`config.mk`:
```
export PLATFORM = sky130hd
export DESIGN_NAME = jd_to_calendar_date
export DESIGN_NICKNAME = d
export VERILOG_FILES = /design/src/rtl/jdcal_pkg.sv /design/src/rtl/jdcal_tod.sv /design/src/rtl/jd_to_calendar_date.sv
export SDC_FILE = /design/constraint.sdc
export NUM_CORES = 2
export LEC_CHECK = 0
export BUFFER_PORTS_ARGS = -buffer_cell sky130_fd_sc_hd__buf_2
export CORE_MARGIN = 2
export CORE_UTILIZATION = 66
export CTS_BUF_LIST = sky130_fd_sc_hd__clkbuf_4
export CTS_CLUSTER_DIAMETER = 100
export DETAILED_ROUTE_END_ITERATION = 16
export GPL_ROUTABILITY_DRIVEN = 0
export PLACE_DENSITY = 0.94
export SLEW_MARGIN = 20
export SYNTH_ARGS = -nofsm -noshare
export SYNTH_HDL_FRONTEND = slang
export SYNTH_SLANG_ARGS = --single-unit
```
`constraint.sdc`:
```
create_clock -name i_clk -period 17.7 [get_ports i_clk]
set_input_delay 0.885 -clock i_clk [delete_from_list [all_inputs] [get_ports i_clk]]
set_output_delay 0.885 -clock i_clk [all_outputs]
set_load 0.03 [all_outputs]
```
`src/rtl/jdcal_pkg.sv`:
```
// Shared constants, types and tables for the Julian day to calendar date converter.
// Used by jdcal_tod and jd_to_calendar_date; depends on nothing.
`default_nettype none

package jdcal_pkg;

    // Field widths
    localparam int DAY_NUM_W = 23;
    localparam int SECS_W    = 17;
    localparam int YEAR_W    = 16;
    localparam int MONTH_W   = 4;
    localparam int DOM_W     = 5;
    localparam int HOUR_W    = 5;
    localparam int MINUTE_W  = 6;
    localparam int SECOND_W  = 6;

    // Depth from input register to output register, in stages
    localparam int PIPE_DEPTH = 8;

    // Calendar switch and Gregorian correction: alpha = (4z - 7468865) / 146097
    localparam logic [DAY_NUM_W-1:0] CAL_SWITCH_DAY = 23'd2299161;
    localparam logic [24:0]          GREG_OFFSET    = 25'd7468865;
    localparam logic [17:0]          GREG_DIV       = 18'd146097;
    localparam logic [14:0]          GREG_RECIP     = 15'd29398;   // floor(2^32 / 146097)

    // Year split: c = (20b - 2442) / 7305
    localparam logic [27:0] YEAR_OFFSET = 28'd2442;
    localparam logic [12:0] YEAR_DIV    = 13'd7305;
    localparam logic [19:0] YEAR_RECIP  = 20'd587948;             // floor(2^32 / 7305)
    localparam logic [10:0] DAYS_4YR    = 11'd1461;

    // Time of day
    localparam logic [SECS_W-1:0] LAST_SECOND = 17'd86399;
    localparam logic [15:0]       HOUR_RECIP  = 16'd37283;        // ceil(2^27 / 3600), exact
    localparam logic [11:0]       SECS_HOUR   = 12'd3600;
    localparam logic [12:0]       MIN_RECIP   = 13'd4370;         // ceil(2^18 / 60), exact
    localparam logic [5:0]        SECS_MIN    = 6'd60;

    // Time of day as it travels down the pipeline
    typedef struct packed {
        logic [HOUR_W-1:0]   hour;
        logic [MINUTE_W-1:0] minute;
        logic [SECOND_W-1:0] second;
    } t_tod;

    // floor(30.6001 * e): days before month index e, counted from March
    function automatic logic [8:0] month_start(input logic [3:0] e);
        logic [8:0] v;
        case (e)
            4'd0:    v = 9'd0;
            4'd1:    v = 9'd30;
            4'd2:    v = 9'd61;
            4'd3:    v = 9'd91;
            4'd4:    v = 9'd122;
            4'd5:    v = 9'd153;
            4'd6:    v = 9'd183;
            4'd7:    v = 9'd214;
            4'd8:    v = 9'd244;
            4'd9:    v = 9'd275;
            4'd10:   v = 9'd306;
            4'd11:   v = 9'd336;
            4'd12:   v = 9'd367;
            4'd13:   v = 9'd397;
            4'd14:   v = 9'd428;
            4'd15:   v = 9'd459;
            default: v = 9'd0;
        endcase
        return v;
    endfunction

endpackage

`default_nettype wire

```
`src/rtl/jdcal_tod.sv`:
```
// Time-of-day split: seconds of day into hour, minute and second, pipelined.
// Depends on jdcal_pkg; output lines up with the date path after PIPE_DEPTH stages.
`default_nettype none

module jdcal_tod (
    input  wire logic                        i_clk,
    input  wire logic                        i_en,
    input  wire logic [jdcal_pkg::SECS_W-1:0] i_secs,
    output jdcal_pkg::t_tod                  o_tod
);
    import jdcal_pkg::*;

    localparam int DLY = PIPE_DEPTH - 4;

    logic [SECS_W-1:0] n_s;
    logic [32:0]       n_hprod;
    logic [SECS_W-1:0] r1_s;
    logic [HOUR_W-1:0] r1_h;
    logic [16:0]       n_hsec;
    logic [11:0]       n_rem;
    logic [11:0]       r2_rem;
    logic [HOUR_W-1:0] r2_h;
    logic [24:0]       n_mprod;
    logic [11:0]       r3_rem;
    logic [MINUTE_W-1:0] r3_m;
    logic [HOUR_W-1:0] r3_h;
    logic [11:0]       n_msec;
    t_tod              n_tod;
    t_tod              r_dly [DLY+1];

    // Saturate seconds and estimate the hour by exact reciprocal
    always_comb begin
        n_s     = (i_secs > LAST_SECOND) ? LAST_SECOND : i_secs;
        n_hprod = 33'(n_s) * 33'(HOUR_RECIP);
    end

    always_ff @(posedge i_clk) begin
        if (i_en) begin
            r1_s <= n_s;
            r1_h <= n_hprod[31:27];
        end
    end

    // Remove whole hours
    always_comb begin
        n_hsec = 17'(r1_h) * 17'(SECS_HOUR);
        n_rem  = 12'(r1_s - n_hsec);
    end

    always_ff @(posedge i_clk) begin
        if (i_en) begin
            r2_rem <= n_rem;
            r2_h   <= r1_h;
        end
    end

    // Minute by exact reciprocal of 60
    assign n_mprod = 25'(r2_rem) * 25'(MIN_RECIP);

    always_ff @(posedge i_clk) begin
        if (i_en) begin
            r3_rem <= r2_rem;
            r3_m   <= n_mprod[23:18];
            r3_h   <= r2_h;
        end
    end

    // Second is what remains after whole minutes
    always_comb begin
        n_msec        = 12'(r3_m) * 12'(SECS_MIN);
        n_tod.hour    = r3_h;
        n_tod.minute  = r3_m;
        n_tod.second  = 6'(r3_rem - n_msec);
    end

    // Hold the result until the date path catches up
    always_ff @(posedge i_clk) begin
        if (i_en) begin
            r_dly[0] <= n_tod;
            for (int k = 1; k <= DLY; k++) begin
                r_dly[k] <= r_dly[k-1];
            end
        end
    end

    assign o_tod = r_dly[DLY];

endmodule

`default_nettype wire

```
`src/rtl/jd_to_calendar_date.sv`:
```
// Julian day number plus seconds of day to calendar date and time of day.
// Top level; depends on jdcal_pkg and jdcal_tod.
//
// Takes one word per clock and returns one word per clock while the output is not
// stalled. The date path is an eight-stage pipeline: each constant division
// (by 146097, by 7305) is a reciprocal multiply followed by a multiply-and-correct
// stage, and the month split is a row of parallel compares against a 16-entry
// table. A stall on the output freezes every stage at once, so the input is ready
// whenever the output register is empty or being taken. Day numbers from 2299161
// on get the Gregorian correction; seconds above 86399 read as 23:59:59.
`default_nettype none

module jd_to_calendar_date (
    input  wire logic                             i_clk,
    input  wire logic                             i_rst_n,
    input  wire logic                             i_in_valid,
    output logic                                  o_in_ready,
    input  wire logic [jdcal_pkg::DAY_NUM_W-1:0]  i_day_number,
    input  wire logic [jdcal_pkg::SECS_W-1:0]     i_seconds_of_day,
    output logic                                  o_out_valid,
    input  wire logic                             i_out_ready,
    output logic signed [jdcal_pkg::YEAR_W-1:0]   o_year,
    output logic [jdcal_pkg::MONTH_W-1:0]         o_month,
    output logic [jdcal_pkg::DOM_W-1:0]           o_day_of_month,
    output logic [jdcal_pkg::HOUR_W-1:0]          o_hour,
    output logic [jdcal_pkg::MINUTE_W-1:0]        o_minute,
    output logic [jdcal_pkg::SECOND_W-1:0]        o_second
);
    import jdcal_pkg::*;

    logic                  w_en;
    logic [PIPE_DEPTH-1:0] r_vld;
    t_tod                  w_tod;

    // Stage 1
    logic [24:0]           n_x1;
    logic [39:0]           n_p1;
    logic [24:0]           r1_x;
    logic [7:0]            r1_q;
    logic [DAY_NUM_W-1:0]  r1_z;
    logic                  r1_greg;
    // Stage 2
    logic [25:0]           n_qk1;
    logic [24:0]           n_rem1;
    logic [7:0]            r2_alpha;
    logic [DAY_NUM_W-1:0]  r2_z;
    logic                  r2_greg;
    // Stage 3
    logic [23:0]           n_b;
    logic [27:0]           n_x2;
    logic [23:0]           r3_b;
    logic [27:0]           r3_x2;
    // Stage 4
    logic [47:0]           n_p2;
    logic [14:0]           r4_q;
    logic [27:0]           r4_x2;
    logic [23:0]           r4_b;
    // Stage 5
    logic [27:0]           n_qk2;
    logic [27:0]           n_rem2;
    logic [14:0]           r5_c;
    logic [23:0]           r5_b;
    // Stage 6
    logic [25:0]           n_c4;
    logic [23:0]           n_bd;
    logic [8:0]            r6_bd;
    logic [14:0]           r6_c;
    // Stage 7
    logic [3:0]            n_e;
    logic [3:0]            r7_e;
    logic [8:0]            r7_bd;
    logic [14:0]           r7_c;
    // Stage 8
    logic [MONTH_W-1:0]    n_month;
    logic [DOM_W-1:0]      n_dom;
    logic [YEAR_W-1:0]     n_year;
    logic [YEAR_W-1:0]     r8_year;
    logic [MONTH_W-1:0]    r8_month;
    logic [DOM_W-1:0]      r8_dom;

    // Advance the whole pipe unless the output word is held
    assign w_en       = !r_vld[PIPE_DEPTH-1] || i_out_ready;
    assign o_in_ready = w_en;

    always_ff @(posedge i_clk) begin
        if (!i_rst_n) begin
            r_vld <= '0;
        end else if (w_en) begin
            r_vld <= {r_vld[PIPE_DEPTH-2:0], i_in_valid};
        end
    end

    // Time of day runs alongside
    jdcal_tod u_tod (
        .i_clk  (i_clk),
        .i_en   (w_en),
        .i_secs (i_seconds_of_day),
        .o_tod  (w_tod)
    );

    // Stage 1: estimate alpha by reciprocal
    always_comb begin
        n_x1 = {i_day_number, 2'b00} - GREG_OFFSET;
        n_p1 = 40'(n_x1) * 40'(GREG_RECIP);
    end

    always_ff @(posedge i_clk) begin
        if (w_en) begin
            r1_x    <= n_x1;
            r1_q    <= n_p1[39:32];
            r1_z    <= i_day_number;
            r1_greg <= (i_day_number >= CAL_SWITCH_DAY);
        end
    end

    // Stage 2: correct the alpha estimate by one
    always_comb begin
        n_qk1  = 26'(r1_q) * 26'(GREG_DIV);
        n_rem1 = r1_x - n_qk1[24:0];
    end

    always_ff @(posedge i_clk) begin
        if (w_en) begin
            r2_alpha <= r1_q + 8'(n_rem1 >= 25'(GREG_DIV));
            r2_z     <= r1_z;
            r2_greg  <= r1_greg;
        end
    end

    // Stage 3: apply century correction, form b and 20b - 2442
    always_comb begin
        if (r2_greg) begin
            n_b = 24'(r2_z) + 24'd1525 + 24'(r2_alpha) - 24'(r2_alpha >> 2);
        end else begin
            n_b = 24'(r2_z) + 24'd1524;
        end
        n_x2 = {n_b, 4'b0000} + {2'b00, n_b, 2'b00} - YEAR_OFFSET;
    end

    always_ff @(posedge i_clk) begin
        if (w_en) begin
            r3_b  <= n_b;
            r3_x2 <= n_x2;
        end
    end

    // Stage 4: estimate c by reciprocal
    assign n_p2 = 48'(r3_x2) * 48'(YEAR_RECIP);

    always_ff @(posedge i_clk) begin
        if (w_en) begin
            r4_q  <= n_p2[46:32];
            r4_x2 <= r3_x2;
            r4_b  <= r3_b;
        end
    end

    // Stage 5: correct the c estimate by one
    always_comb begin
        n_qk2  = 28'(r4_q) * 28'(YEAR_DIV);
        n_rem2 = r4_x2 - n_qk2;
    end

    always_ff @(posedge i_clk) begin
        if (w_en) begin
            r5_c <= r4_q + 15'(n_rem2 >= 28'(YEAR_DIV));
            r5_b <= r4_b;
        end
    end

    // Stage 6: days left in the year counted from March
    always_comb begin
        n_c4 = 26'(r5_c) * 26'(DAYS_4YR);
        n_bd = r5_b - n_c4[25:2];
    end

    always_ff @(posedge i_clk) begin
        if (w_en) begin
            r6_bd <= n_bd[8:0];
            r6_c  <= r5_c;
        end
    end

    // Stage 7: month index is the number of month starts passed
    always_comb begin
        n_e = '0;
        for (int k = 1; k < 16; k++) begin
            n_e = n_e + 4'(r6_bd > month_start(4'(k)));
        end
    end

    always_ff @(posedge i_clk) begin
        if (w_en) begin
            r7_e  <= n_e;
            r7_bd <= r6_bd;
            r7_c  <= r6_c;
        end
    end

    // Stage 8: final day, month and year
    always_comb begin
        n_dom   = 5'(r7_bd - month_start(r7_e));
        n_month = (r7_e < 4'd14) ? (r7_e - 4'd1) : (r7_e - 4'd13);
        n_year  = 16'(r7_c) - ((n_month > 4'd2) ? 16'd4716 : 16'd4715);
    end

    always_ff @(posedge i_clk) begin
        if (w_en) begin
            r8_year  <= n_year;
            r8_month <= n_month;
            r8_dom   <= n_dom;
        end
    end

    assign o_out_valid    = r_vld[PIPE_DEPTH-1];
    assign o_year         = signed'(r8_year);
    assign o_month        = r8_month;
    assign o_day_of_month = r8_dom;
    assign o_hour         = w_tod.hour;
    assign o_minute       = w_tod.minute;
    assign o_second       = w_tod.second;

`ifndef SYNTH
    // A held output word freezes every valid bit
    a_stall_freezes: assert property (@(posedge i_clk) disable iff (!i_rst_n)
        !o_in_ready |=> $stable(r_vld))
        else $error("pipeline moved while stalled");

    // An accepted word enters the first stage
    a_accept_enters: assert property (@(posedge i_clk) disable iff (!i_rst_n)
        (i_in_valid && o_in_ready) |=> r_vld[0])
        else $error("accepted word not captured");

    // Date fields stay in their calendar range
    a_date_range: assert property (@(posedge i_clk) disable iff (!i_rst_n)
        o_out_valid |-> (o_month >= 4'd1 && o_month <= 4'd12 &&
                         o_day_of_month >= 5'd1 && o_day_of_month <= 5'd31))
        else $error("date field out of range");

    // Time fields stay in their clock range
    a_time_range: assert property (@(posedge i_clk) disable iff (!i_rst_n)
        o_out_valid |-> (o_hour <= 5'd23 && o_minute <= 6'd59 && o_second <= 6'd59))
        else $error("time field out of range");
`endif

endmodule

`default_nettype wire

```
; Word level (Yosys, flattened, before mapping)
; Memory sizes are Yosys's and may differ from the RTL's. A register that Yosys moved wholly into a read port is not among the register bits.
; Cells that the tools add are included.
[totals]
register_bits = 334
mem_bits_rw = 85
rom_bits = 144
in_bits = 44
output_inout_bits = 44
mem_count = 2
[mem_list]
columns = memory, words, word_bits, rd, rd_ports_with_merged_regs, wr, line
row1 = (name not given), 16, 9, 1, 1, 0, jdcal_pkg.sv:49  ; case (e)
row2 = u_tod.r_dly, 5, 17, 5, 0, 5, jdcal_tod.sv:29  ; t_tod r_dly [DLY+1];
[classes]
add_sub_neg = 32
mul = 9
magnitude_cmp = 21
muxes = 7
n_reduce_logical = 2
[ops]
columns = cell, n
row1 = $gt A9 B9 Y1 const B, 7
row2 = $add A23 B11 Y24 const B, 2
row3 = $mul A28 B18 Y45 const B, 1
row4 = $add A4 B1 Y4, 11
row5 = $mul A25 B14 Y39 const B, 1
row6 = $gt A9 B8 Y1 const B, 4
row7 = $mul A17 B16 Y32 const B, 1
row8 = $add A28 B26 Y28, 1
row9 = $ge A28 B13 Y1 const B, 1
row10 = $mul A15 B13 Y28 const B, 1
row11 = $sub A28 B12 Y28 const B, 1
row12 = $sub A28 B28 Y28, 1
row13 = $ge A25 B18 Y1 const B, 1
row14 = $mul A8 B18 Y25 const B, 1
row15 = $sub A25 B23 Y25 const B, 1
row16 = $sub A25 B25 Y25, 1
row17 = $add A24 B8 Y24, 1
row18 = $mux W24, 1
row19 = $sub A24 B6 Y24, 1
row20 = $ge A23 B22 Y1 const B, 1
row21 = $mul A12 B12 Y23 const B, 1
row22 = $gt A9 B7 Y1 const B, 2
row23 = $gt A17 B17 Y1 const B, 1
row24 = $mux W17, 1
row25 = 24 further kinds, 26

; Longest topological paths before layout
[depth]
depth_word = 16
ltp_mapped = 28
depth_no_buf = 28

; Modules after synthesis
; From an unflattened synthesis, not the netlist that was laid out.
[hier_totals]
hier_cells = 4196
hier_area_um2 = 47122.7
[by_module_without_submodules]
columns = module, instances, cells_each, area_each_um2
row1 = jd_to_calendar_date, 1, 3408, 36994.2
row2 = jdcal_tod, 1, 788, 10128.5

; Worst setup path before layout
; No wires, ideal clock.
[synth_path]
path_type = input -> register
startpoint = input port i_out_ready
endpoint = register with a tool-made name
setup_time_ps = 134
arrival_ps = 16028
slack_ps = 1538
path_stages = 7
n_path_buf = 2
cell_sequence = nor2b_1 clkbuf_1 inv_1 buf_1 mux2i_1 ha_1 mux4_2
[synth_lines]
columns = element, line
row1 = from (decl), jd_to_calendar_date.sv:21  ; input wire logic i_out_ready,

; Final worst setup path
[layout_path]
startpoint = input port i_day_number[0] (netlist bit)
endpoint = register r1_q[6] (data pin)
[layout_via]
elab_chain_len = 2
[layout_rtl]
columns = element, line
row1 = from (decl), jd_to_calendar_date.sv:18  ; input wire logic [jdcal_pkg::DAY_NUM_W-1:0] i_day_number,
row2 = $sub A25 B23 Y25, jd_to_calendar_date.sv:103  ; n_x1 = {i_day_number, 2'b00} - GREG_OFFSET;
row3 = via n_x1[16], jd_to_calendar_date.sv:36  ; logic [24:0] n_x1;
row4 = $mul A25 B14 Y39, jd_to_calendar_date.sv:104  ; n_p1 = 40'(n_x1) * 40'(GREG_RECIP);
row5 = via n_p1[38], jd_to_calendar_date.sv:37  ; logic [39:0] n_p1;
row6 = to (signal assigned), jd_to_calendar_date.sv:110  ; r1_q <= n_p1[39:32];
row7 = to (decl), jd_to_calendar_date.sv:39  ; logic [7:0] r1_q;
; The timed path passes the listed nets, and every way through them passes these cells.
; A chain may end at the register's enable or synchronous reset.

==> impl_metrics.tcl <==
set metrics [dict create \
    drv_cap 0 \
    cts_root_buffer "clkbuf_4" \
    r2r_start "r4_q[1]" \
    wl_per_cell_um 21.07 \
    arrival_ns 9.03 \
    slew_headroom_pct 23.71 \
    dieArea_um2 73030 \
    slowest_stage "o41ai_1" \
    grt_pass1_vias 36120 \
    r2r_setup_slack_ns 9.69 \
    layout_commonest_cell "ha_1" \
    min_path_cells 1 \
    cts.reportedPaths.clkPinSlew_ns 0.07 \
    vias 32720 \
    hp-class "primary input to flop" \
    route.detailed.drc 0 \
    fin_crit_sh_pct 47.04 \
    initial_core_util_pct 66.69 \
    fillers 4195 \
    drtIter0Drc 2924 \
    wl_um 112100 \
    die_h_um 270.2 \
    worstHoldEndpoint "r1_z[4]" \
    cts.path.max_buffers 3 \
    final_cell_mix "ha_1, inv_1, fa_1" \
    post_cts_buffers 0 \
    cts_made_buffers 104 \
    outcome "complete, no violations" \
    cts_hold_buf 0 \
    syn_inst 4134 \
    setup_viol 0 \
    synth_seq_cells 418 \
    tns_ns 0 \
    antenna_left 0 \
    yosys_warnings 0 \
    drtPass1Iterations 8 \
    end_kind "flop" \
    path_class "primary input to flop" \
    vias_per_cell 6.150 \
    synth-main-ff-cell "edfxtp_1" \
    htree_levels 3 \
    drv_slew 0 \
    cts.sinks 418 \
    io_pins 88 \
    antenna_found_initial 2 \
    fin_nets 5794 \
    ff_latch_area_um2 12420 \
    clock_latency_ns 0.95 \
    die_w_um 270.2 \
    slowest_delay_ns 0.75 \
    synth-edff-count 405 \
    seq_area_frac_synth_pct 26.55 \
    gr-usage-all-layers_pct 31.24 \
    timing.rr.end "r5_c[12]" \
    min-delay-start "i_day_number[4]" \
    grt_pass1_wl_um 181200 \
    rr_worst_depth 23 \
    grt_max_degree 181 \
    portBuffers 87 \
    dpl.hpwl_um 82420 \
    netlist.area_leader.share_pct 26.00 \
    async_reset_ff_share_pct 0 \
    cp_common_cell "fa_1" \
    final_hold_viol_count 0 \
    synth_top_cells_by_area "edfxtp_1, ha_1, fa_1" \
    layout-drive-gt1-share_pct 7.058 \
    cts.repair.resized 0 \
    synth_cell_types 96 \
    syn-cell-area_um2 46780 \
    avgSynthCellArea_um2 11.32 \
    fin_worst_skew_ns 0.1201 \
    cts_tree "built" \
    syn_nets 5630 \
    rsz0062_at_grt "no" \
    finalCriticalPeriod_ns 8.326 \
    cp_data_required_time_ns 18.40 \
    core_area_um2 70150 \
    worstPathMaxFanout 11 \
    tightest_slew_ns 1.136 \
    core.rowCount 97 \
    fmax_ghz 0.1201 \
    overflow 0 \
    yosysTopAreaCell "edfxtp_1" \
    crit_path_start_kind "primary input" \
    multi_input_area_um2 30840 \
    areaGrowthSynthToFinish_pct 6.480 \
]
## registers in the layout, summed over array words and instances, names as in the netlist, 9 cells and up, named ones only
register      count
r4_x2            26
r7_c             15
u_tod.r1_s       12
r4_q             15
o_year           16
u_tod.r2_rem     12
r3_b              9
r1_z             23
r6_bd             9
u_tod.r_dly      85
r5_b              9
r4_b              9
r6_c             15
r2_z             23
r1_x             23
r5_c             15
r3_x2            26
## cells in the mapped netlist, types with 9 or more instances
cell / count
a21boi_0: 12
a31oi_1: 20
or3_1: 10
nand4_1: 28
nand2_1: 138
o211ai_1: 10
o21a_1: 29
o2111ai_1: 9
fa_1: 531
a211oi_1: 25
dfxtp_1: 13
and3_1: 19
o21ai_0: 87
inv_1: 880
xor2_1: 66
nor3_1: 46
o21bai_1: 19
nand3_1: 40
nor3b_1: 13
a21o_1: 88
mux2i_1: 10
xnor2_1: 164
nand2b_1: 27
edfxtp_1: 405
buf_4: 18
and2_1: 12
ha_1: 921
nor2b_1: 27
o31ai_1: 12
nor2_1: 136
a21oi_1: 156
clkbuf_1: 22
## routing by layer
layer / global-route usage (%) / part of all wire [%]
met1: 34.86 / 35
met2: 54.99 / 51
met3: 6.081 / 7.4
met4: 19.53 / 7.0
met5: 0 / 0
## critical path, delay by kind of cell
family | cells | cell delay (ns)
adder cells (fa/ha/maj) | 8 | 3.60
AO/OA/AOI/OAI | 6 | 1.71
XOR/XNOR | 1 | 0.19
buffers and inverters | 5 | 0.84
AND/OR/NAND/NOR | 10 | 1.80
## metrics by stage
step	utilization [%]	instance area (um^2)	cells	hold WS, ns	setup slack [ns]
2_1_floorplan	-	46780	4134	0.4003	1.538
3_3_place_gp	68.85	48300	5132	0.4003	9.075
3_5_place_dp	68.85	48300	5132	0.4045	8.666
4_1_cts	70.97	49790	5318	0.1674	9.582
5_1_grt	71.01	49810	5319	0.1918	9.126
6_report	71.01	49820	5321	0.2262	9.374
## worst max path at each step
stage | startpoint | to | slack, ns
floorplan | i_out_ready | flop | 1.54
global placement | i_day_number[0] | r1_q[7] | 9.07
detailed placement | i_day_number[0] | r1_q[7] | 8.67
CTS | i_day_number[0] | r1_q[6] | 9.58
global route | i_day_number[0] | r1_q[6] | 9.13
finish | i_day_number[0] | r1_q[6] | 9.37
## cell type report
type | count | share of cell area (%)
antenna | 3 | 0.01507
clock buffer | 140 | 2.110
clock inverter | 46 | 0.8741
inverter | 880 | 6.646
multi-input combinational | 2790 | 61.90
sequential | 418 | 24.94
tap | 940 | 2.361
timing repair buffer | 104 | 1.155
## cell families after synthesis
family | Yosys count | share of synthesized area (%)
muxes | 15 | 0.3584
DFF | 418 | 26.55
buffers and inverters | 926 | 7.582
adders and majority gates | 1452 | 47.35
and+or+nand+nor | 540 | 5.825
xor gates and xnor gates | 231 | 4.354
AOI/OAI and AO/OA | 552 | 7.975
Power is left out: the tool's default activity adds up to more than one toggle a clock period on the data nets, which glitch-free logic cannot reach.
